==> src/rtl/assert_macros.svh <==
// Assertion macros shared by the vector grid sampler RTL.
`ifndef ASSERT_MACROS_SVH
`define ASSERT_MACROS_SVH

`ifndef SYNTHESIS

// Same-cycle implication, disabled while reset is high.
`define VGS_ASSERT_IMPLIES(label, clk, rst, pre, post) \
   label: assert property (@(posedge clk) disable iff (rst) (pre) |-> (post)) \
      else $error("vgs same-cycle check failed");

// Next-cycle implication, disabled while reset is high.
`define VGS_ASSERT_NEXT(label, clk, rst, pre, post) \
   label: assert property (@(posedge clk) disable iff (rst) (pre) |=> (post)) \
      else $error("vgs next-cycle check failed");

`else

`define VGS_ASSERT_IMPLIES(label, clk, rst, pre, post)
`define VGS_ASSERT_NEXT(label, clk, rst, pre, post)

`endif

`endif

==> src/rtl/vgs_pkg.sv <==
// Shared constants, codes and types of the vector grid sampler.
`timescale 1ns / 1ps

package vgs_pkg;

   localparam int MAX_COLS   = 64;
   localparam int MAX_ROWS   = 64;
   localparam int COL_BITS   = $clog2(MAX_COLS);
   localparam int ROW_BITS   = $clog2(MAX_ROWS);
   localparam int ADDR_BITS  = COL_BITS + ROW_BITS;
   localparam int DEPTH      = MAX_COLS * MAX_ROWS;
   localparam int VALUE_BITS = 16;
   localparam int CELL_BITS  = 2 * VALUE_BITS;
   // positions and the Q8.8 reciprocals share the same fraction width
   localparam int FRAC_BITS  = 8;
   localparam int POS_BITS   = 15;
   localparam int SIZE_BITS  = 7;
   localparam int RECIP_BITS = 16;

   // neighborhood and arithmetic widths
   localparam int NBR_COUNT  = 5;
   localparam int NBR_BITS   = $clog2(NBR_COUNT);
   localparam int STEP_BITS  = 3;
   localparam int SUM_BITS   = VALUE_BITS + 3;
   localparam int COEF_BITS  = RECIP_BITS + 1;
   localparam int BASE_BITS  = VALUE_BITS + 2;
   localparam int PROD_BITS  = SUM_BITS + COEF_BITS;
   localparam int RES_BITS   = PROD_BITS - FRAC_BITS + 1;

   localparam int CSR_ADDR_BITS = 4;
   localparam int CSR_DATA_BITS = 32;

   typedef enum logic [1:0] {
      CMD_WRITE  = 2'd0,
      CMD_SAMPLE = 2'd1,
      CMD_DIV    = 2'd2,
      CMD_LAP    = 2'd3
   } cmd_type;

   typedef enum logic [1:0] {
      REG_GRID_WIDTH  = 2'd0,
      REG_GRID_HEIGHT = 2'd1,
      REG_INV_TWO_CW  = 2'd2,
      REG_INV_CW_SQ   = 2'd3
   } reg_idx_type;

   typedef struct packed {
      logic [SIZE_BITS-1:0]  eff_width;
      logic [SIZE_BITS-1:0]  eff_height;
      logic [RECIP_BITS-1:0] inv_two_cell_width;
      logic [RECIP_BITS-1:0] inv_cell_width_sq;
   } cfg_type;

   typedef struct packed {
      logic                 we;
      logic                 re;
      logic [ADDR_BITS-1:0] addr;
      logic [CELL_BITS-1:0] wdata;
   } mem_cmd_type;

endpackage

==> src/rtl/vgs_csr.sv <==
// Configuration registers with an APB-style write and read port.
`timescale 1ns / 1ps

module vgs_csr (
   input  logic                               clock,
   input  logic                               reset,
   input  logic                               psel,
   input  logic                               penable,
   input  logic                               pwrite,
   input  logic [vgs_pkg::CSR_ADDR_BITS-1:0]  paddr,
   input  logic [vgs_pkg::CSR_DATA_BITS-1:0]  pwdata,
   output logic [vgs_pkg::CSR_DATA_BITS-1:0]  prdata,
   output logic                               pready,
   output vgs_pkg::cfg_type                   cfg
);

   localparam int SB = vgs_pkg::SIZE_BITS;
   localparam int RB = vgs_pkg::RECIP_BITS;

   logic [SB-1:0]         grid_width_ff;
   logic [SB-1:0]         grid_height_ff;
   logic [RB-1:0]         inv_two_ff;
   logic [RB-1:0]         inv_sq_ff;
   logic                  wr_en;
   vgs_pkg::reg_idx_type  idx;

   function automatic logic [SB-1:0] eff_size(input logic [SB-1:0] v,
                                               input logic [SB-1:0] maxv);
      logic [SB-1:0] r;
      if (v < SB'(2)) begin
         r = SB'(2);
      end else if (v > maxv) begin
         r = maxv;
      end else begin
         r = v;
      end
      return r;
   endfunction

   assign pready = 1'b1;
   assign wr_en  = psel && penable && pwrite && pready;
   assign idx    = vgs_pkg::reg_idx_type'(paddr[3:2]);

   always_ff @(posedge clock) begin
      if (reset) begin
         grid_width_ff  <= SB'(64);
         grid_height_ff <= SB'(64);
         inv_two_ff     <= RB'(128);
         inv_sq_ff      <= RB'(256);
      end else if (wr_en) begin
         unique case (idx)
            vgs_pkg::REG_GRID_WIDTH:  grid_width_ff  <= pwdata[SB-1:0];
            vgs_pkg::REG_GRID_HEIGHT: grid_height_ff <= pwdata[SB-1:0];
            vgs_pkg::REG_INV_TWO_CW:  inv_two_ff     <= pwdata[RB-1:0];
            vgs_pkg::REG_INV_CW_SQ:   inv_sq_ff      <= pwdata[RB-1:0];
            default: ;
         endcase
      end
   end

   always_comb begin
      unique case (idx)
         vgs_pkg::REG_GRID_WIDTH:  prdata = vgs_pkg::CSR_DATA_BITS'(grid_width_ff);
         vgs_pkg::REG_GRID_HEIGHT: prdata = vgs_pkg::CSR_DATA_BITS'(grid_height_ff);
         vgs_pkg::REG_INV_TWO_CW:  prdata = vgs_pkg::CSR_DATA_BITS'(inv_two_ff);
         vgs_pkg::REG_INV_CW_SQ:   prdata = vgs_pkg::CSR_DATA_BITS'(inv_sq_ff);
         default:                  prdata = '0;
      endcase
   end

   assign cfg.eff_width          = eff_size(grid_width_ff, SB'(vgs_pkg::MAX_COLS));
   assign cfg.eff_height         = eff_size(grid_height_ff, SB'(vgs_pkg::MAX_ROWS));
   assign cfg.inv_two_cell_width = inv_two_ff;
   assign cfg.inv_cell_width_sq  = inv_sq_ff;

endmodule

==> config.mk <==
export PLATFORM = sky130hd
export DESIGN_NAME = vgs_csr
export DESIGN_NICKNAME = d
export VERILOG_FILES = /design/src/rtl/assert_macros.svh /design/src/rtl/vgs_pkg.sv /design/src/rtl/vgs_csr.sv
export SDC_FILE = /design/constraint.sdc
export NUM_CORES = 1
export LEC_CHECK = 0
export BUFFER_PORTS_ARGS = -buffer_cell sky130_fd_sc_hd__buf_2
export CAP_MARGIN = 30
export CELL_PAD_IN_SITES_DETAIL_PLACEMENT = 2
export CELL_PAD_IN_SITES_GLOBAL_PLACEMENT = 2
export CORE_MARGIN = 2
export CORE_UTILIZATION = 28
export DETAILED_ROUTE_END_ITERATION = 8
export PLACE_DENSITY_LB_ADDON = 0.1
export SLEW_MARGIN = 20
export SYNTH_ARGS = -nofsm -noshare
export SYNTH_HDL_FRONTEND = slang
export SYNTH_SLANG_ARGS = --single-unit
==> constraint.sdc <==
create_clock -name clock -period 1.9 [get_ports clock]
set_input_delay 0.19 -clock clock [delete_from_list [all_inputs] [get_ports clock]]
set_output_delay 0.19 -clock clock [all_outputs]
set_load 0.05 [all_outputs]
==> summary.txt, run 1 <==
Run status
  – Status: complete, no violations

Worst setup path
  – Startpoint Class: flip-flop
  – Crit end category: output port
  – R2R Path Start: grid_height_ff[6]$_SDFFE_PP1P_
  – Critical path type: flip-flop to output port
  – Arr. time, crit path: 1520 ps
  – Crit path capture: cfg[40]
  – Reg2Reg Setup Slack: 1040 ps
  – Critical path origin: grid_width_ff[2]$_SDFFE_PP0P_
  – Reg2Reg Capture Point: grid_height_ff[6]$_SDFFE_PP1P_
  – CP Max Fanout: 4
  – Worst EP required: roughly 1700 ps
  – R2R cell count: 2

STA
  – Worst Skew: 0 ps
  – TNS Setup: 0 ps
  – Period utilization: 0.9008
  – Slack of the critical path: 188.5 ps
  – Final Max Tran Viols: 0
  – RSZ-0062 raised after global routing: false
  – Final setup vio count: 0
  – Final hold vios: 0
  – Hold Worst Slack: 163.8 ps
  – Relative slew slack: 0.6330
  – Min Tclk post-route: about 1700 ps
  – Achievable clock frequency: 584.3 MHz
  – Transition time of the tightest slew-check pin: 548.8 ps

Route
  – DRT Wirelength: about 6600 microns
  – Iteration-0 DRC Markers: 31
  – DRT antenna net count: 0
  – Vias: 1930
  – Detailed-route vias per instance: 4.478
  – DR WL/cell: 15.34 microns
  – DRC viols: 0
  – First-pass DRT Iterations: 4

Placed design
  – Place WS: 259.8 ps
  – Routability cong.: 0.7037
  – Port buffer count: 84
  – HPWL after DPL: 4913 microns

Clock network
  – Post-CTS setup buffers: 0
  – Hold buffer count at CTS: 0
  – Clk buf depth: 2
  – Post-CTS Resized: 0
  – Clock transition at the registers of the reported paths: about 90 ps
  – CTS tree: done
  – H-Tree Level Count: 2
  – CTS sink count: 46
  – Later-pin clock latency in the skew report: 290 ps
  – Clock Tree Root: clkbuf_8
  – Cts bufs inserted: 5

Flow run
  – Number of max-cap violations: 0

Global route
  – First-pass GRT wire length: between 10000 and 15000 microns
  – Pin count of the biggest net entering global routing: 33
  – Vias in the first global route: 2070
  – Met1 GRT Util: 0.1762
  – Global-route layer with the greatest usage: met2
  – Grt met3 use: 0.02649
  – Gr ovfl total: 0
  – GRT met2 Usage: 0.2413
  – Initial antenna violation count: 0
  – GRT Util Overall: 0.1381

Floorplanning
  – Die Span X: between 90 and 100 microns
  – Die ar.: 0.009616 sq mm
  – DIE HEIGHT: 98.06 microns
  – Num rows: 34
  – I/O Pins: between 100 and 150
  – Initial Util: 0.2869
  – Core ar.: 0.008636 sq mm

Pwr
  – Power density over cell area: roughly 660 mW/mm^2
  – Peak VDD IR: 0.0002066 V
  – Total power draw: roughly 2.0 mW
  – Leak: 1.480 nW

Yosys
  – Unique masters post-synth: 23
  – Yosys reg bits: 46
  – Sequential cell area fraction in the yosys report: 0.3717
  – Yosys warning total: 0
  – Syn avg cell area: 10.03 sq um
  – Mapped Area: 0.002477 sq mm
  – Syn Inst Count: 247

Cells and area
  – Nets@finish: roughly 360
  – Share of layout cells above drive strength 1: 0.3313
  – Diode count: 0
  – Core Util, Final: 0.3474
  – Area Overhead vs Synth: 21.11%

Hold path
  – Worst Hold Class: input pin to flip-flop
==> how the worst min path moves through the flow <==
stage	start	endpoint	slack [ps]	cells past startpoint
after floorplan	pwdata[7]	inv_sq_ff[7]$_SDFFE_PP0P_	350	2
after CTS	pwdata[7]	inv_sq_ff[7]$_SDFFE_PP0P_	150	3
final	pwdata[7]	inv_sq_ff[7]$_SDFFE_PP0P_	160	3
after global placement	pwdata[7]	inv_sq_ff[7]$_SDFFE_PP0P_	470	3
after detailed placement	pwdata[7]	inv_sq_ff[7]$_SDFFE_PP0P_	480	3
after global routing	pwdata[8]	inv_two_ff[8]$_SDFFE_PP0P_	180	3
==> logic make-up after synthesis <==
logic type / Yosys count / synth area share
AO/OA/AOI/OAI: 2 / 0.004041
flip-flops: 46 / 0.3717
buffers and inverters: 37 / 0.09545
multiplexers: 62 / 0.2859
AND/OR/NAND/NOR: 98 / 0.2399
other: 2 / 0.003031
==> synthesized netlist by cell type <==
master	instances	area (sq um)
nand2b_1	60	375.4
mux2i_1	55	550.5
dfxtp_1	46	920.9
buf_4	19	142.6
nor2b_1	17	106.4
nor2_1	11	41.29
clkbuf_1	9	33.78
mux4_2	7	157.7
buf_2	3	15.01
buf_6	3	33.78
a21oi_1	2	10.01
conb_1	2	7.510
inv_1	2	7.510
nor4_1	2	12.51
and3_2	1	7.510
and3_4	1	11.26
buf_1	1	3.750
nand3_1	1	5.000
nand3b_1	1	7.510
nand4_1	1	6.260
nor2_2	1	6.260
or2_2	1	6.260
or3b_1	1	8.760
==> cell usage in the layout (no fill, tap or decap), drive strengths merged <==
cell type	n
nand3b	1
inv	2
mux2i	55
nor2	12
nand2b	60
and3	2
buf	88
nor4	2
or2	1
or3b	1
conb	17
nor2b	17
nand4	1
nand3	1
dfxtp	46
mux4	7
a21oi	2
clkbuf	8
==> critical path: stages (launching register included) <==
cell	delay [ps]
dfxtp_1	350
nor4_1	450
nor2_1	80
nor2_1	90
buf_2	260
==> power by group <==
group          internal (mW)  switching (mW)
sequential             0.976          0.0120
combinational         0.0895           0.216
clock                  0.368           0.328
total                   1.43           0.556
==> per-stage QoR <==
step	area [sq um]	std cells
finish	3000	431
detailed placement	2890	423
global placement	2890	423
CTS	3000	431
global route	3000	431
floorplan	2534	262
==> per-layer routing <==
metal | wire [microns] | vias up
li1 | - | 934
met1 | 2927 | 929
met2 | 3248 | 62
met3 | 378 | 5
met4 | 58 | 0
met5 | 0 | -
==> final cells by class <==
type,instances,area [sq um]
Clock buffer,8,110.1
Inverter,2,7.507
Timing Repair Buffer,88,450.4
Fill cell,1007,5635
Multi-Input combinational cell,179,1376
Tap cell,108,135.1
Sequential cell,46,920.9
==> registers in the layout (all words and copies together) (netlist names) <==
register        count
grid_width_ff       7
inv_two_ff         16
grid_height_ff      7
inv_sq_ff          16
Note: power is estimated with default switching activity, not from simulation.
==> inputs of run 2 (changes only) <==
--- a/config.mk
+++ b/config.mk
@@ -10,7 +10,8 @@
 export CELL_PAD_IN_SITES_DETAIL_PLACEMENT = 2
 export CELL_PAD_IN_SITES_GLOBAL_PLACEMENT = 2
 export CORE_MARGIN = 2
-export CORE_UTILIZATION = 28
+export CORE_UTILIZATION = 29
+export CTS_BUF_LIST = sky130_fd_sc_hd__clkbuf_2 sky130_fd_sc_hd__clkbuf_4 sky130_fd_sc_hd__clkbuf_8
 export DETAILED_ROUTE_END_ITERATION = 8
 export PLACE_DENSITY_LB_ADDON = 0.1
 export SLEW_MARGIN = 20
==> run 2 against run 1 <==
Net effect:
- routed wire length up 1.0%
- critical endpoint unchanged
- first-iteration DRC count down 52%
- total power up 2.1%
- highest routed layer unchanged
- cell count down 0.93%
- via count up 0.36%
- largest power group unchanged
- maximum frequency down 1.3%
- sequential power about the same
- clock-buffer cell count down 3
- hold slack better by 0.55 ps
- clock power up 5.5%
- register-to-register slack worse by 20 ps
==> summary.txt, run 2 (synthesis gave the netlist of run 1 again) <==
STA
  – RSZ-0062 raised after global routing: false
  – Worst Skew: 0 ps (unchanged)
  – Transition time of the tightest slew-check pin: 498.8 ps (-50.05 ps)
  – Relative slew slack: 0.6665 (+0.03347)
  – Final Max Tran Viols: 0 (unchanged)
  – Final setup vio count: 0 (unchanged)
  – Final hold vios: 0 (unchanged)
  – Achievable clock frequency: 576.5 MHz (-1.3%)
  – Min Tclk post-route: 1735 ps (+23.21 ps)
  – TNS Setup: 0 ps (unchanged)
  – Period utilization: 0.9130 (+0.01221)

Cells and area
  – Nets@finish: 362 (-0.28%)
  – Top Registers: inv_sq_ff: 16 flops, inv_two_ff: 16 flops
  – Diode count: 0 (unchanged)
  – Most common cell after layout, fill and taps aside: buf_2
  – Share of layout cells above drive strength 1: 0.3323 (+0.001029)
  – Area Overhead vs Synth: 21.36%
  – Filler instances: 966 (-4.1%)
  – Core Util, Final: 0.3641 (+0.01665)
  – Most frequent cells in the layout: buf_2 (84), nand2b_1 (60), mux2i_1 (55), dfxtp_1 (46)

Worst setup path
  – Critical path type: flip-flop to output port
  – Critical Path Stages: 4 (unchanged)
  – Slowest stage delay, CP: 450 ps (about the same)
  – Reg2Reg Capture Point: grid_height_ff[6]$_SDFFE_PP1P_
  – CP Max Fanout: 4 (unchanged)
  – Buf/Inv on CP: 1 (unchanged)
  – CP max-delay cell: nor4_1
  – Worst EP required: 1710 ps (about the same)
  – Reg2Reg Setup Slack: 1020 ps (-20 ps)
  – Crit path top cell by count: nor2_1
  – Arr. time, crit path: 1540 ps (+20 ps)
  – Startpoint Class: flip-flop
  – Critical path origin: grid_width_ff[2]$_SDFFE_PP0P_
  – Crit path capture: cfg[40]
  – Crit path cell chain: nor4_1 > nor2_1 > nor2_1 > buf_2
  – R2R cell count: 2 (unchanged)
  – Crit end category: output port
  – R2R Path Start: grid_height_ff[6]$_SDFFE_PP1P_
  – CP delay by family, top: simple AND/OR/NAND/NOR gates

Pwr
  – Power density over cell area: 675.3 mW/mm^2 (+1.8%)
  – Sequential power share: 0.487 (-0.009)
  – Psw: 575.4 uW (+3.4%)
  – Logic pwr share: 0.152 (-0.002)
  – Int Power: 1.455 mW (+1.5%)
  – Leak: 1.481 nW (+0.11%)
  – Switching share of total power: 0.2834 (+0.003741)
  – Peak VDD IR: 0.0003614 V (+75%)
  – Total power draw: 2.030 mW (+2.1%)
  – Power share of the clock group: 0.362 (+0.012)

Clock network
  – Clk buf depth: 2 (unchanged)
  – Clock Tree Root: clkbuf_8
  – Later-pin clock latency in the skew report: 300 ps (about the same)
  – Cts bufs inserted: 5 (unchanged)
  – Post-CTS setup buffers: 0 (unchanged)
  – H-Tree Level Count: 2 (unchanged)
  – CTS sink count: 46 (unchanged)
  – CTS tree: done
  – Hold buffer count at CTS: 0 (unchanged)
  – Clock transition at the registers of the reported paths: 90 ps (about the same)

Route
  – DRT antenna net count: 0 (unchanged)
  – DRC viols: 0 (unchanged)
  – DRT Wirelength: 6680 microns (+1.0%)
  – Detailed-route vias per instance: 4.536 (+1.3%)
  – DR WL/cell: 15.64 microns (+2.0%)
  – First-pass DRT Iterations: 4 (unchanged)
  – Vias: 1937 (+0.36%)
  – Iteration-0 DRC Markers: 15 (-52%)

Floorplanning
  – Die ar.: 0.009298 sq mm (-3.3%)
  – DIE HEIGHT: 96.43 microns (-1.7%)
  – Core ar.: 0.008258 sq mm (-4.4%)
  – I/O Pins: 120 (unchanged)
  – Die Span X: 96.43 microns (-1.7%)
  – Num rows: 33 (-2.9%)
  – Initial Util: 0.3000 (+0.01313)

Global route
  – Gr ovfl total: 0 (unchanged)
  – Vias in the first global route: 1942 (-6.2%)
  – First-pass GRT wire length: 10360 microns (-3.1%)
  – Initial antenna violation count: 0 (unchanged)
  – GRT Util Overall: 0.1475 (+0.009341)
  – Pin count of the biggest net entering global routing: 40 (+21%)

Placed design
  – Routability cong.: 0.7229 (+2.7%)
  – HPWL after DPL: 4909 microns (about the same)
  – Port buffer count: 84 (unchanged)

Flow run
  – Number of max-cap violations: 0 (unchanged)

Run status
  – Status: complete, no violations

Hold path
  – Hold Startpoint: pwdata[8]
  – Worst Hold Class: input pin to flip-flop
run 2: through the flow:
stage | std cells | worst slack [ps] | cell area, sq um | hold slack (ps)
floorplan | 262 | 221.8 | 2534 | 345.3
global placement | 419 | 310.5 | 2892 | 468.1
detailed placement | 419 | 274.2 | 2892 | 477.6
CTS | 427 | 97.54 | 3000 | 156.5
global route | 427 | 45.63 | 3007 | 173.0
finish | 427 | 165.3 | 3007 | 164.4
run 2: layout make-up:
class,instances,area [sq um],area share
multi-input cells,179,1383,0.4598
flip-flops and latches,46,920.9,0.3063
repair buffers,87,455.4,0.1515
clock inverters,3,40.04,0.01332
clock buffers,5,68.82,0.02289
inverters,2,7.507,0.002497
well taps,105,131.4,0.04370
run 2: layer usage:
layer | up-vias | share of wire | global-route usage
li1 | 931 | - | -
met4 | 0 | 0.0097 | 0.03521
met5 | - | 0 | 0
met3 | 7 | 0.061 | 0.03569
met1 | 937 | 0.44 | 0.1822
met2 | 62 | 0.49 | 0.2587
run 2: what timing repair did:
item	4_1_cts	5_1_grt
setup endpoints to repair	0	1
gates resized for setup	0	1
hold endpoints to repair	0	0
run 2: worst min-delay path by stage:
stage                     depth (start not counted)  slack [ps]                         end
after floorplan                                   2         350   inv_sq_ff[7]$_SDFFE_PP0P_
after global placement                            3         470  inv_two_ff[7]$_SDFFE_PP1P_
after detailed placement                          3         480  inv_two_ff[8]$_SDFFE_PP0P_
after CTS                                         3         160   inv_sq_ff[7]$_SDFFE_PP0P_
after global routing                              3         170  inv_two_ff[9]$_SDFFE_PP0P_
final                                             3         160  inv_two_ff[8]$_SDFFE_PP0P_
run 2: power groups by stage:
stage          logic [mW]  clock network, mW  registers [mW]
2_1_floorplan       0.242                  0            1.04
3_3_place_gp        0.310                  0            1.01
3_5_place_dp        0.313                  0            1.01
4_1_cts             0.313              0.760           0.988
5_1_grt             0.331              0.803           0.991
6_report            0.308              0.734           0.988
run 2: worst reg2reg max path, cell delays in order, from the launching register on:
cell     delay, ps
dfxtp_1        550
nor2_1         110
mux2i_1        150
