### src/rtl/assert_macros.svh
// Assertion macros shared by the vector grid sampler RTL.
`ifndef ASSERT_MACROS_SVH
`define ASSERT_MACROS_SVH

`ifndef SYNTHESIS

// Same-cycle implication, disabled while reset is high.
`define VGS_ASSERT_IMPLIES(label, clk, rst, pre, post) \
   label: assert property (@(posedge clk) disable iff (rst) (pre) |-> (post)) \
      else $error("vgs same-cycle check failed");

// Next-cycle implication, disabled while reset is high.
`define VGS_ASSERT_NEXT(label, clk, rst, pre, post) \
   label: assert property (@(posedge clk) disable iff (rst) (pre) |=> (post)) \
      else $error("vgs next-cycle check failed");

`else

`define VGS_ASSERT_IMPLIES(label, clk, rst, pre, post)
`define VGS_ASSERT_NEXT(label, clk, rst, pre, post)

`endif

`endif

### src/rtl/vgs_pkg.sv
// Shared constants, codes and types of the vector grid sampler.
`timescale 1ns / 1ps

package vgs_pkg;

   localparam int MAX_COLS   = 64;
   localparam int MAX_ROWS   = 64;
   localparam int COL_BITS   = $clog2(MAX_COLS);
   localparam int ROW_BITS   = $clog2(MAX_ROWS);
   localparam int ADDR_BITS  = COL_BITS + ROW_BITS;
   localparam int DEPTH      = MAX_COLS * MAX_ROWS;
   localparam int VALUE_BITS = 16;
   localparam int CELL_BITS  = 2 * VALUE_BITS;
   // positions and the Q8.8 reciprocals share the same fraction width
   localparam int FRAC_BITS  = 8;
   localparam int POS_BITS   = 15;
   localparam int SIZE_BITS  = 7;
   localparam int RECIP_BITS = 16;

   // neighborhood and arithmetic widths
   localparam int NBR_COUNT  = 5;
   localparam int NBR_BITS   = $clog2(NBR_COUNT);
   localparam int STEP_BITS  = 3;
   localparam int SUM_BITS   = VALUE_BITS + 3;
   localparam int COEF_BITS  = RECIP_BITS + 1;
   localparam int BASE_BITS  = VALUE_BITS + 2;
   localparam int PROD_BITS  = SUM_BITS + COEF_BITS;
   localparam int RES_BITS   = PROD_BITS - FRAC_BITS + 1;

   localparam int CSR_ADDR_BITS = 4;
   localparam int CSR_DATA_BITS = 32;

   typedef enum logic [1:0] {
      CMD_WRITE  = 2'd0,
      CMD_SAMPLE = 2'd1,
      CMD_DIV    = 2'd2,
      CMD_LAP    = 2'd3
   } cmd_type;

   typedef enum logic [1:0] {
      REG_GRID_WIDTH  = 2'd0,
      REG_GRID_HEIGHT = 2'd1,
      REG_INV_TWO_CW  = 2'd2,
      REG_INV_CW_SQ   = 2'd3
   } reg_idx_type;

   typedef struct packed {
      logic [SIZE_BITS-1:0]  eff_width;
      logic [SIZE_BITS-1:0]  eff_height;
      logic [RECIP_BITS-1:0] inv_two_cell_width;
      logic [RECIP_BITS-1:0] inv_cell_width_sq;
   } cfg_type;

   typedef struct packed {
      logic                 we;
      logic                 re;
      logic [ADDR_BITS-1:0] addr;
      logic [CELL_BITS-1:0] wdata;
   } mem_cmd_type;

endpackage

### src/rtl/vgs_if.sv
// Request and response channel interfaces of the vector grid sampler.
`timescale 1ns / 1ps

interface vgs_req_if;
   logic                                 valid;
   logic                                 ready;
   logic [1:0]                           command;
   logic [vgs_pkg::COL_BITS-1:0]         cell_col;
   logic [vgs_pkg::ROW_BITS-1:0]         cell_row;
   logic signed [vgs_pkg::VALUE_BITS-1:0] write_vx;
   logic signed [vgs_pkg::VALUE_BITS-1:0] write_vy;
   logic signed [vgs_pkg::POS_BITS-1:0]   pos_x;
   logic signed [vgs_pkg::POS_BITS-1:0]   pos_y;

   modport source (output valid, command, cell_col, cell_row, write_vx, write_vy,
                   pos_x, pos_y, input ready);
   modport sink   (input valid, command, cell_col, cell_row, write_vx, write_vy,
                   pos_x, pos_y, output ready);
endinterface

interface vgs_rsp_if;
   logic                                 valid;
   logic                                 ready;
   logic signed [vgs_pkg::VALUE_BITS-1:0] result_x;
   logic signed [vgs_pkg::VALUE_BITS-1:0] result_y;
   logic                                 border_flag;
   logic                                 saturated;

   modport source (output valid, result_x, result_y, border_flag, saturated,
                   input ready);
   modport sink   (input valid, result_x, result_y, border_flag, saturated,
                   output ready);
endinterface

### src/rtl/vgs_mac.sv
// Multiply, round half up by the fraction width, and add a base value.
`timescale 1ns / 1ps

module vgs_mac (
   input  logic                                 clock,
   input  logic signed [vgs_pkg::SUM_BITS-1:0]  diff,
   input  logic signed [vgs_pkg::COEF_BITS-1:0] coef,
   input  logic signed [vgs_pkg::BASE_BITS-1:0] base,
   output logic signed [vgs_pkg::RES_BITS-1:0]  result
);

   localparam int PB = vgs_pkg::PROD_BITS;
   localparam int FB = vgs_pkg::FRAC_BITS;

   logic signed [PB-1:0]                  prod_ff;
   logic signed [vgs_pkg::BASE_BITS-1:0]  base_ff;
   logic signed [PB-1:0]                  rnd_full;
   logic signed [PB-FB-1:0]               shifted;

   always_ff @(posedge clock) begin
      prod_ff <= PB'(diff) * PB'(coef);
      base_ff <= base;
   end

   // floor of (prod + half) / 2^FB
   assign rnd_full = prod_ff + PB'(1 << (FB - 1));
   assign shifted  = rnd_full[PB-1:FB];
   assign result   = vgs_pkg::RES_BITS'(shifted) + vgs_pkg::RES_BITS'(base_ff);

endmodule

### src/rtl/vgs_core.sv
// Command sequencer: store access, neighbor gather, interpolation and stencils.
`timescale 1ns / 1ps

module vgs_core (
   input  logic                           clock,
   input  logic                           reset,
   input  vgs_pkg::cfg_type               cfg,
   vgs_req_if.sink                        req,
   vgs_rsp_if.source                      rsp,
   output vgs_pkg::mem_cmd_type           mem_cmd,
   input  logic [vgs_pkg::CELL_BITS-1:0]  mem_rdata
);

   localparam int VB = vgs_pkg::VALUE_BITS;
   localparam int FB = vgs_pkg::FRAC_BITS;
   localparam int CB = vgs_pkg::COL_BITS;
   localparam int RWB = vgs_pkg::ROW_BITS;
   localparam int SB = vgs_pkg::SIZE_BITS;
   localparam int PSB = vgs_pkg::POS_BITS;
   localparam int NB = vgs_pkg::NBR_BITS;
   localparam int TB = vgs_pkg::STEP_BITS;
   localparam int SUMB = vgs_pkg::SUM_BITS;
   localparam int COB = vgs_pkg::COEF_BITS;
   localparam int BSB = vgs_pkg::BASE_BITS;
   localparam int RSB = vgs_pkg::RES_BITS;
   localparam int NC = vgs_pkg::NBR_COUNT;

   localparam logic [NB-1:0] READS_FOUR = NB'(NC - 1);
   localparam logic [NB-1:0] READS_FIVE = NB'(NC);
   localparam logic [TB-1:0] LAST_SAMPLE_STEP  = TB'(4);
   localparam logic [TB-1:0] LAST_STENCIL_STEP = TB'(1);

   typedef enum logic [3:0] {
      ST_IDLE = 4'b0001,
      ST_READ = 4'b0010,
      ST_CALC = 4'b0100,
      ST_DONE = 4'b1000
   } state_type;

   state_type              state_ff, state_in;
   vgs_pkg::cmd_type       cmd_ff;
   vgs_pkg::cmd_type       req_cmd;
   logic [CB-1:0]          col_ff;
   logic [RWB-1:0]         row_ff;
   logic [FB-1:0]          tx_ff, ty_ff;
   logic [NB-1:0]          cnt_ff;
   logic [TB-1:0]          step_ff;
   logic                   rd_vld_ff;
   logic [NB-1:0]          rd_idx_ff;
   logic [vgs_pkg::CELL_BITS-1:0] nbr_ff [NC];
   logic signed [VB-1:0]   lo_x_ff, lo_y_ff, hi_x_ff, hi_y_ff;
   logic signed [VB-1:0]   pend_x_ff, pend_y_ff;
   logic                   pend_border_ff, pend_sat_ff;
   logic                   rsp_valid_ff, rsp_valid_in;
   logic signed [VB-1:0]   rsp_x_ff, rsp_y_ff;
   logic                   rsp_border_ff, rsp_sat_ff;

   logic                   accept;
   logic                   border;
   logic [SB-1:0]          w_m2, h_m2;
   logic signed [PSB-1:0]  lim_x, lim_y, px, py;
   logic [NB-1:0]          n_reads;
   logic [TB-1:0]          last_step;
   logic                   col_inc, col_dec, row_inc, row_dec;
   logic [CB-1:0]          rd_col;
   logic [RWB-1:0]         rd_row;
   logic                   out_free;
   logic                   load_out;

   logic signed [VB-1:0]   nx [NC];
   logic signed [VB-1:0]   ny [NC];
   logic signed [SUMB-1:0] div_sum, lap_x, lap_y, cen4_x, cen4_y;
   logic signed [SUMB-1:0] diff_x, diff_y;
   logic signed [COB-1:0]  coef;
   logic signed [BSB-1:0]  base_x, base_y;
   logic signed [RSB-1:0]  res_x, res_y;
   logic [VB:0]            sat_x, sat_y;

   function automatic logic [VB:0] sat_value(input logic signed [RSB-1:0] v);
      logic signed [RSB-1:0] hi_lim;
      logic signed [RSB-1:0] lo_lim;
      logic [VB:0]           r;
      hi_lim = RSB'((1 << (VB - 1)) - 1);
      lo_lim = ~hi_lim;
      if (v > hi_lim) begin
         r = {1'b1, hi_lim[VB-1:0]};
      end else if (v < lo_lim) begin
         r = {1'b1, lo_lim[VB-1:0]};
      end else begin
         r = {1'b0, v[VB-1:0]};
      end
      return r;
   endfunction

   assign req_cmd   = vgs_pkg::cmd_type'(req.command);
   assign req.ready = (state_ff == ST_IDLE);
   assign accept    = req.valid && req.ready;

   // clamp the sample position to [0, size-2] cells
   assign w_m2  = cfg.eff_width - SB'(2);
   assign h_m2  = cfg.eff_height - SB'(2);
   assign lim_x = {1'b0, w_m2[CB-1:0], {FB{1'b0}}};
   assign lim_y = {1'b0, h_m2[RWB-1:0], {FB{1'b0}}};

   always_comb begin
      if (req.pos_x < 0) begin
         px = '0;
      end else if (req.pos_x > lim_x) begin
         px = lim_x;
      end else begin
         px = req.pos_x;
      end
      if (req.pos_y < 0) begin
         py = '0;
      end else if (req.pos_y > lim_y) begin
         py = lim_y;
      end else begin
         py = req.pos_y;
      end
   end

   assign border = (req.cell_col == '0) ||
                   ((SB'(req.cell_col) + SB'(1)) >= cfg.eff_width) ||
                   (req.cell_row == '0) ||
                   ((SB'(req.cell_row) + SB'(1)) >= cfg.eff_height);

   assign n_reads   = (cmd_ff == vgs_pkg::CMD_LAP) ? READS_FIVE : READS_FOUR;
   assign last_step = (cmd_ff == vgs_pkg::CMD_SAMPLE) ? LAST_SAMPLE_STEP
                                                       : LAST_STENCIL_STEP;

   // neighbor order: sample reads the 2x2 block row by row; stencils read
   // right, left, top, bottom, then centre
   always_comb begin
      col_inc = 1'b0;
      col_dec = 1'b0;
      row_inc = 1'b0;
      row_dec = 1'b0;
      if (cmd_ff == vgs_pkg::CMD_SAMPLE) begin
         col_inc = cnt_ff[0];
         row_inc = cnt_ff[1];
      end else begin
         case (cnt_ff)
            NB'(0):  col_inc = 1'b1;
            NB'(1):  col_dec = 1'b1;
            NB'(2):  row_inc = 1'b1;
            NB'(3):  row_dec = 1'b1;
            default: ;
         endcase
      end
   end

   assign rd_col = col_inc ? col_ff + CB'(1) : (col_dec ? col_ff - CB'(1) : col_ff);
   assign rd_row = row_inc ? row_ff + RWB'(1) : (row_dec ? row_ff - RWB'(1) : row_ff);

   always_comb begin
      mem_cmd.we    = accept && (req_cmd == vgs_pkg::CMD_WRITE);
      mem_cmd.re    = (state_ff == ST_READ) && (cnt_ff < n_reads);
      mem_cmd.addr  = mem_cmd.we ? {req.cell_row, req.cell_col} : {rd_row, rd_col};
      mem_cmd.wdata = {req.write_vy, req.write_vx};
   end

   always_comb begin
      for (int i = 0; i < NC; i++) begin
         nx[i] = nbr_ff[i][VB-1:0];
         ny[i] = nbr_ff[i][2*VB-1:VB];
      end
   end

   assign cen4_x  = SUMB'(nx[4]) <<< 2;
   assign cen4_y  = SUMB'(ny[4]) <<< 2;
   assign div_sum = SUMB'(nx[0]) - SUMB'(nx[1]) + SUMB'(ny[2]) - SUMB'(ny[3]);
   assign lap_x   = SUMB'(nx[0]) + SUMB'(nx[1]) + SUMB'(nx[2]) + SUMB'(nx[3]) - cen4_x;
   assign lap_y   = SUMB'(ny[0]) + SUMB'(ny[1]) + SUMB'(ny[2]) + SUMB'(ny[3]) - cen4_y;

   always_comb begin
      diff_x = '0;
      diff_y = '0;
      coef   = '0;
      base_x = '0;
      base_y = '0;
      case (cmd_ff)
         vgs_pkg::CMD_SAMPLE: begin
            case (step_ff)
               TB'(0): begin
                  diff_x = SUMB'(nx[1]) - SUMB'(nx[0]);
                  diff_y = SUMB'(ny[1]) - SUMB'(ny[0]);
                  coef   = COB'(tx_ff);
                  base_x = BSB'(nx[0]);
                  base_y = BSB'(ny[0]);
               end
               TB'(1): begin
                  diff_x = SUMB'(nx[3]) - SUMB'(nx[2]);
                  diff_y = SUMB'(ny[3]) - SUMB'(ny[2]);
                  coef   = COB'(tx_ff);
                  base_x = BSB'(nx[2]);
                  base_y = BSB'(ny[2]);
               end
               TB'(3): begin
                  diff_x = SUMB'(hi_x_ff) - SUMB'(lo_x_ff);
                  diff_y = SUMB'(hi_y_ff) - SUMB'(lo_y_ff);
                  coef   = COB'(ty_ff);
                  base_x = BSB'(lo_x_ff);
                  base_y = BSB'(lo_y_ff);
               end
               default: ;
            endcase
         end
         vgs_pkg::CMD_DIV: begin
            diff_x = div_sum;
            coef   = COB'(cfg.inv_two_cell_width);
         end
         vgs_pkg::CMD_LAP: begin
            diff_x = lap_x;
            diff_y = lap_y;
            coef   = COB'(cfg.inv_cell_width_sq);
         end
         default: ;
      endcase
   end

   vgs_mac u_mac_x (
      .clock  (clock),
      .diff   (diff_x),
      .coef   (coef),
      .base   (base_x),
      .result (res_x)
   );

   vgs_mac u_mac_y (
      .clock  (clock),
      .diff   (diff_y),
      .coef   (coef),
      .base   (base_y),
      .result (res_y)
   );

   assign sat_x = sat_value(res_x);
   assign sat_y = sat_value(res_y);

   assign out_free = !rsp_valid_ff || rsp.ready;
   assign load_out = (state_ff == ST_DONE) && out_free;

   always_comb begin
      state_in = state_ff;
      unique case (state_ff)
         ST_IDLE: begin
            if (accept && (req_cmd != vgs_pkg::CMD_WRITE)) begin
               if ((req_cmd != vgs_pkg::CMD_SAMPLE) && border) begin
                  state_in = ST_DONE;
               end else begin
                  state_in = ST_READ;
               end
            end
         end
         ST_READ: begin
            if (cnt_ff == n_reads) begin
               state_in = ST_CALC;
            end
         end
         ST_CALC: begin
            if (step_ff == last_step) begin
               state_in = ST_DONE;
            end
         end
         ST_DONE: begin
            if (out_free) begin
               state_in = ST_IDLE;
            end
         end
         default: state_in = ST_IDLE;
      endcase
   end

   assign rsp_valid_in = load_out || (rsp_valid_ff && !rsp.ready);

   always_ff @(posedge clock) begin
      if (reset) begin
         state_ff     <= ST_IDLE;
         rd_vld_ff    <= 1'b0;
         rsp_valid_ff <= 1'b0;
         cnt_ff       <= '0;
         step_ff      <= '0;
      end else begin
         state_ff     <= state_in;
         rd_vld_ff    <= mem_cmd.re;
         rsp_valid_ff <= rsp_valid_in;
         cnt_ff       <= (state_ff == ST_READ) ? cnt_ff + NB'(1) : '0;
         step_ff      <= (state_ff == ST_CALC) ? step_ff + TB'(1) : '0;
      end
   end

   always_ff @(posedge clock) begin
      if (accept) begin
         cmd_ff <= req_cmd;
         if (req_cmd == vgs_pkg::CMD_SAMPLE) begin
            col_ff <= px[FB +: CB];
            row_ff <= py[FB +: RWB];
         end else begin
            col_ff <= req.cell_col;
            row_ff <= req.cell_row;
         end
         tx_ff          <= px[FB-1:0];
         ty_ff          <= py[FB-1:0];
         // border-cell stencils skip the store entirely
         pend_x_ff      <= '0;
         pend_y_ff      <= '0;
         pend_border_ff <= (req_cmd != vgs_pkg::CMD_SAMPLE) && border;
         pend_sat_ff    <= 1'b0;
      end
      rd_idx_ff <= cnt_ff;
      if (rd_vld_ff) begin
         nbr_ff[rd_idx_ff] <= mem_rdata;
      end
      if ((state_ff == ST_CALC) && (cmd_ff == vgs_pkg::CMD_SAMPLE)) begin
         // a lerp stays between its two end values, so no clipping here
         if (step_ff == TB'(1)) begin
            lo_x_ff <= res_x[VB-1:0];
            lo_y_ff <= res_y[VB-1:0];
         end
         if (step_ff == TB'(2)) begin
            hi_x_ff <= res_x[VB-1:0];
            hi_y_ff <= res_y[VB-1:0];
         end
      end
      if ((state_ff == ST_CALC) && (step_ff == last_step)) begin
         pend_x_ff   <= sat_x[VB-1:0];
         pend_y_ff   <= sat_y[VB-1:0];
         pend_sat_ff <= sat_x[VB] || sat_y[VB];
      end
      if (load_out) begin
         rsp_x_ff      <= pend_x_ff;
         rsp_y_ff      <= pend_y_ff;
         rsp_border_ff <= pend_border_ff;
         rsp_sat_ff    <= pend_sat_ff;
      end
   end

   assign rsp.valid       = rsp_valid_ff;
   assign rsp.result_x    = rsp_x_ff;
   assign rsp.result_y    = rsp_y_ff;
   assign rsp.border_flag = rsp_border_ff;
   assign rsp.saturated   = rsp_sat_ff;

endmodule

### src/flat_wrapper.sv
// flat-port wrapper written by rule: the top's interface ports become plain ports
module vgs_core_flat 
  (clock, reset, cfg, mem_cmd, mem_rdata, req_valid, req_command, req_cell_col, req_cell_row, req_write_vx, req_write_vy, req_pos_x, req_pos_y, req_ready, rsp_valid, rsp_result_x, rsp_result_y, rsp_border_flag, rsp_saturated, rsp_ready);
  vgs_req_if req_i ();
  vgs_rsp_if rsp_i ();
  input  logic clock;
  input  logic reset;
  input  vgs_pkg::cfg_type cfg;
  output vgs_pkg::mem_cmd_type mem_cmd;
  input  logic [vgs_pkg::CELL_BITS-1:0] mem_rdata;
  input wire logic [$bits(req_i.valid)-1:0] req_valid;
  input wire logic [$bits(req_i.command)-1:0] req_command;
  input wire logic [$bits(req_i.cell_col)-1:0] req_cell_col;
  input wire logic [$bits(req_i.cell_row)-1:0] req_cell_row;
  input wire logic [$bits(req_i.write_vx)-1:0] req_write_vx;
  input wire logic [$bits(req_i.write_vy)-1:0] req_write_vy;
  input wire logic [$bits(req_i.pos_x)-1:0] req_pos_x;
  input wire logic [$bits(req_i.pos_y)-1:0] req_pos_y;
  output wire logic [$bits(req_i.ready)-1:0] req_ready;
  output wire logic [$bits(rsp_i.valid)-1:0] rsp_valid;
  output wire logic [$bits(rsp_i.result_x)-1:0] rsp_result_x;
  output wire logic [$bits(rsp_i.result_y)-1:0] rsp_result_y;
  output wire logic [$bits(rsp_i.border_flag)-1:0] rsp_border_flag;
  output wire logic [$bits(rsp_i.saturated)-1:0] rsp_saturated;
  input wire logic [$bits(rsp_i.ready)-1:0] rsp_ready;
  assign req_i.valid = req_valid;
  assign req_i.command = req_command;
  assign req_i.cell_col = req_cell_col;
  assign req_i.cell_row = req_cell_row;
  assign req_i.write_vx = req_write_vx;
  assign req_i.write_vy = req_write_vy;
  assign req_i.pos_x = req_pos_x;
  assign req_i.pos_y = req_pos_y;
  assign req_ready = req_i.ready;
  assign rsp_valid = rsp_i.valid;
  assign rsp_result_x = rsp_i.result_x;
  assign rsp_result_y = rsp_i.result_y;
  assign rsp_border_flag = rsp_i.border_flag;
  assign rsp_saturated = rsp_i.saturated;
  assign rsp_i.ready = rsp_ready;
  vgs_core u_core (.clock(clock), .reset(reset), .cfg(cfg), .req(req_i), .rsp(rsp_i), .mem_cmd(mem_cmd), .mem_rdata(mem_rdata));
endmodule
### config.mk
export PLATFORM = sky130hd
export DESIGN_NAME = vgs_core_flat
export DESIGN_NICKNAME = d
export VERILOG_FILES = /design/src/rtl/assert_macros.svh /design/src/rtl/vgs_pkg.sv /design/src/rtl/vgs_if.sv /design/src/rtl/vgs_mac.sv /design/src/rtl/vgs_core.sv /design/src/flat_wrapper.sv
export SDC_FILE = /design/constraint.sdc
export NUM_CORES = 2
export LEC_CHECK = 0
export ABC_CLOCK_PERIOD_IN_PS = 19100
export BUFFER_PORTS_ARGS = -buffer_cell sky130_fd_sc_hd__buf_4
export CAP_MARGIN = 15
export CORE_ASPECT_RATIO = 0.7
export CORE_MARGIN = 2
export CORE_UTILIZATION = 40
export CTS_CLUSTER_SIZE = 12
export DETAILED_ROUTE_END_ITERATION = 16
export GPL_TIMING_DRIVEN = 0
export SLEW_MARGIN = 20
export SYNTH_ARGS = -nofsm -noshare
export SYNTH_HDL_FRONTEND = slang
export SYNTH_HIERARCHICAL = 1
export SYNTH_SLANG_ARGS = --single-unit
### constraint.sdc
create_clock -name clock -period 19.1 [get_ports clock]
set_clock_uncertainty 0.15 [all_clocks]
set_input_delay 2.865 -clock clock [delete_from_list [all_inputs] [get_ports clock]]
set_output_delay 2.865 -clock clock [all_outputs]
set_load 0.02 [all_outputs]
==> results.toml <==
[setup_path]
arrival_ps = 11750
cpPeakStageDelay_ps = 800
path_buf_inv = 6
path_delay_family = "adder cells"
critPathLaunchType = "flip-flop"
required_ps = 19480
path_common_cell = "fa_1"
path_max_fanout = 10
end_kind = "flip-flop"
crit_type = "reg2reg"
cpMaxStageDelayCell = "o21ai_1"

[synthesis]
netlist_area_sq_mm = 0.05314
ys_ff_latch = 431
synth_edf_count = 322
synth_flop_cell = "edfxtp_1"
yosys_warnings = 6
synth_cells = 5406
yosysSeqAreaShare = 0.2230
synthArstFlopShare = 0
yosysUniqueCellTypes = 107
syn_area_per_cell_sq_um = 9.830

[global_route]
first_global_vias = 39710
antenna_found_initial = 9
gr-total-overflow = 0
grt_max_degree = 32
grt_usage = 0.2513
grt_pass1_wl_mm = 254.9

[clock_network]
cts_buffers = 46
worstSkewPairLatency_ps = 650
hold_buffers = 0
clkTransAtPathRegs_ps = 60
cts_tree = "done"
cts.repair.resized = 0
post_cts_buffers = 0
clockBufferDepth = 3
clock-sinks = 431
cts_root_buf = "clkbuf_16"
htree_levels = 2

[drt]
drc = 0
top_layer_used = "met5"
vias = 40374
dr_wl_met3_mm = 21.41
routedWlPerCell_microns = 22.58
vias_per_cell = 5.378
ant_nets = 0
wl_met2_mm = 63.98
wl_met1_mm = 81.85
drt_iter0_drc = 4471
dr.pass1.iters = 7
wl_mm = 169.5

[finish]
mostFrequentLayoutCells = "962 x inv_1, 793 x fa_1, 481 x nand2_1"
syn2layout_area_growth_pct = 11.09
layout.nets = 7094
multi_input_area_sq_mm = 0.03710
seqCellArea_sq_mm = 0.01185
drive_gt1_frac = 0.07720
fill_cells = 12605
layout_commonest_cell = "inv_1"

[job]
maxCapViolCount = 0

[timing]
tns_ps = 0
final_hold_viol_count = 0
max-slew-margin-rel = 0.1481
period_share = 0.5951
finalCriticalPeriod_ps = 11370
setup_viol = 0
slew_violations = 0
rsz0062_at_grt = "false"
max_freq_mhz = 87.98
worst_slew_pin_slew_ps = 1273

[min_path]
min_path_type = "reg2reg"

[floorplanning]
rows = 111
chipWidth_microns = 439.6
dieArea_sq_mm = 0.1358
start_util = 0.4045
core_area_sq_mm = 0.1314
num_io_pins = 240
die_y_microns = 309.0

[placement]
gp_congestion = 0.9794
io_buffers = 205
dp_hpwl_mm = 142.2

[outcome]
status = "completed"
## synth_stat cells, types with 9 or more instances
library cell	n	area share
a211o_1	12	0.0020
a211oi_1	30	0.0042
a21o_1	73	0.010
a21oi_1	184	0.017
a222oi_1	33	0.0062
a22oi_1	19	0.0027
a31oi_1	30	0.0035
and2_1	337	0.040
and3_1	30	0.0035
and4_1	11	0.0018
buf_1	9	0.00064
buf_4	32	0.0045
clkbuf_1	126	0.0089
dfxtp_1	109	0.041
edfxtp_1	322	0.18
fa_1	793	0.30
ha_1	430	0.10
inv_1	963	0.068
mux2i_1	17	0.0032
nand2_1	481	0.034
nand2b_1	44	0.0052
nand3_1	85	0.0080
nand4_1	34	0.0040
nor2_1	299	0.021
nor2b_1	39	0.0046
nor3_1	64	0.0060
nor4_1	11	0.0013
o211ai_1	22	0.0031
o21a_1	37	0.0052
o21ai_0	136	0.013
o21ai_1	40	0.0038
o21bai_1	20	0.0028
o22ai_1	14	0.0016
o31ai_1	13	0.0018
or2_2	12	0.0014
or3_1	13	0.0015
xnor2_1	204	0.034
xor2_1	105	0.017
## cell type report
cell class / count / area share
multi-input cells: 3845 / 0.6285
well taps: 1751 / 0.03711
repair buffers: 250 / 0.03469
flip-flops and latches: 431 / 0.2007
plain buffers: 174 / 0.01335
diodes: 5 / 0.0002119
inverters: 965 / 0.06136
clock buffers: 72 / 0.02238
clock inverters: 14 / 0.001653
## logic make-up (layout without fill, tap and decap cells)
group,after synthesis,in the layout,synth area share
flip-flops,431,431,0.2230
AO/OA/AOI/OAI,784,784,0.1009
other,1,15,0.00007057
AND/OR/NAND/NOR,1501,1501,0.1388
adder cells (fa/ha/maj),1223,1223,0.4000
multiplexers,18,18,0.003414
buffers and inverters,1139,1475,0.08288
XOR/XNOR,309,309,0.05093
## sequential cells by signal, indices dropped and copies added (netlist names), 4 cells and up
| register | flops |
|---|---|
| u_core/state_ff | 4 |
| u_core/rsp.result_x | 16 |
| u_core/u_mac_y/base_ff | 18 |
| u_core/hi_x_ff | 16 |
| u_core/lo_y_ff | 16 |
| u_core/u_mac_x/base_ff | 18 |
| u_core/u_mac_y/prod_ff | 29 |
| u_core/pend_y_ff | 16 |
| u_core/pend_x_ff | 16 |
| u_core/nbr_ff | 160 |
| u_core/rsp.result_y | 16 |
| u_core/ty_ff | 8 |
| u_core/hi_y_ff | 16 |
| u_core/row_ff | 6 |
| u_core/lo_x_ff | 16 |
| u_core/tx_ff | 8 |
| u_core/col_ff | 6 |
| u_core/u_mac_x/prod_ff | 29 |
## path summary, 6_finish.rpt
kind	cells past startpoint	slack, ps	endpoint	startpoint
worst max-delay path	35	7730	u_core/u_mac_x/prod_ff[26]	u_core/nbr_ff[2][2]
worst min register to register	0	230	u_core/rd_idx_ff[2]	u_core/cnt_ff[2]
worst min-delay path	0	230	u_core/rd_idx_ff[2]	u_core/cnt_ff[2]
worst max register to register	35	7730	u_core/u_mac_x/prod_ff[26]	u_core/nbr_ff[2][2]
## per-stage QoR
step | std cells | hold slack, ps | area (sq um) | setup WS, ps | util
after floorplan | 5415 | 201.2 | 53170 | 9273 | -
after global placement | 7371 | 220.7 | 56900 | 6482 | 0.4331
after detailed placement | 7415 | 221.0 | 57590 | 7774 | 0.4384
after CTS | 7501 | 230.1 | 59010 | 7719 | 0.4492
after global routing | 7506 | 237.1 | 59030 | 7022 | 0.4493
final | 7507 | 233.4 | 59040 | 7733 | 0.4493
## layer usage
layer | vias to the layer above | global-route usage
met2 | 1862 | 0.3288
met5 | - | 0
met3 | 127 | 0.07850
met1 | 20208 | 0.4036
met4 | 2 | 0.03624
li1 | 18175 | -
Power is left out: the tool's default activity adds up to more than one toggle a clock period on the data nets, which glitch-free logic cannot reach.
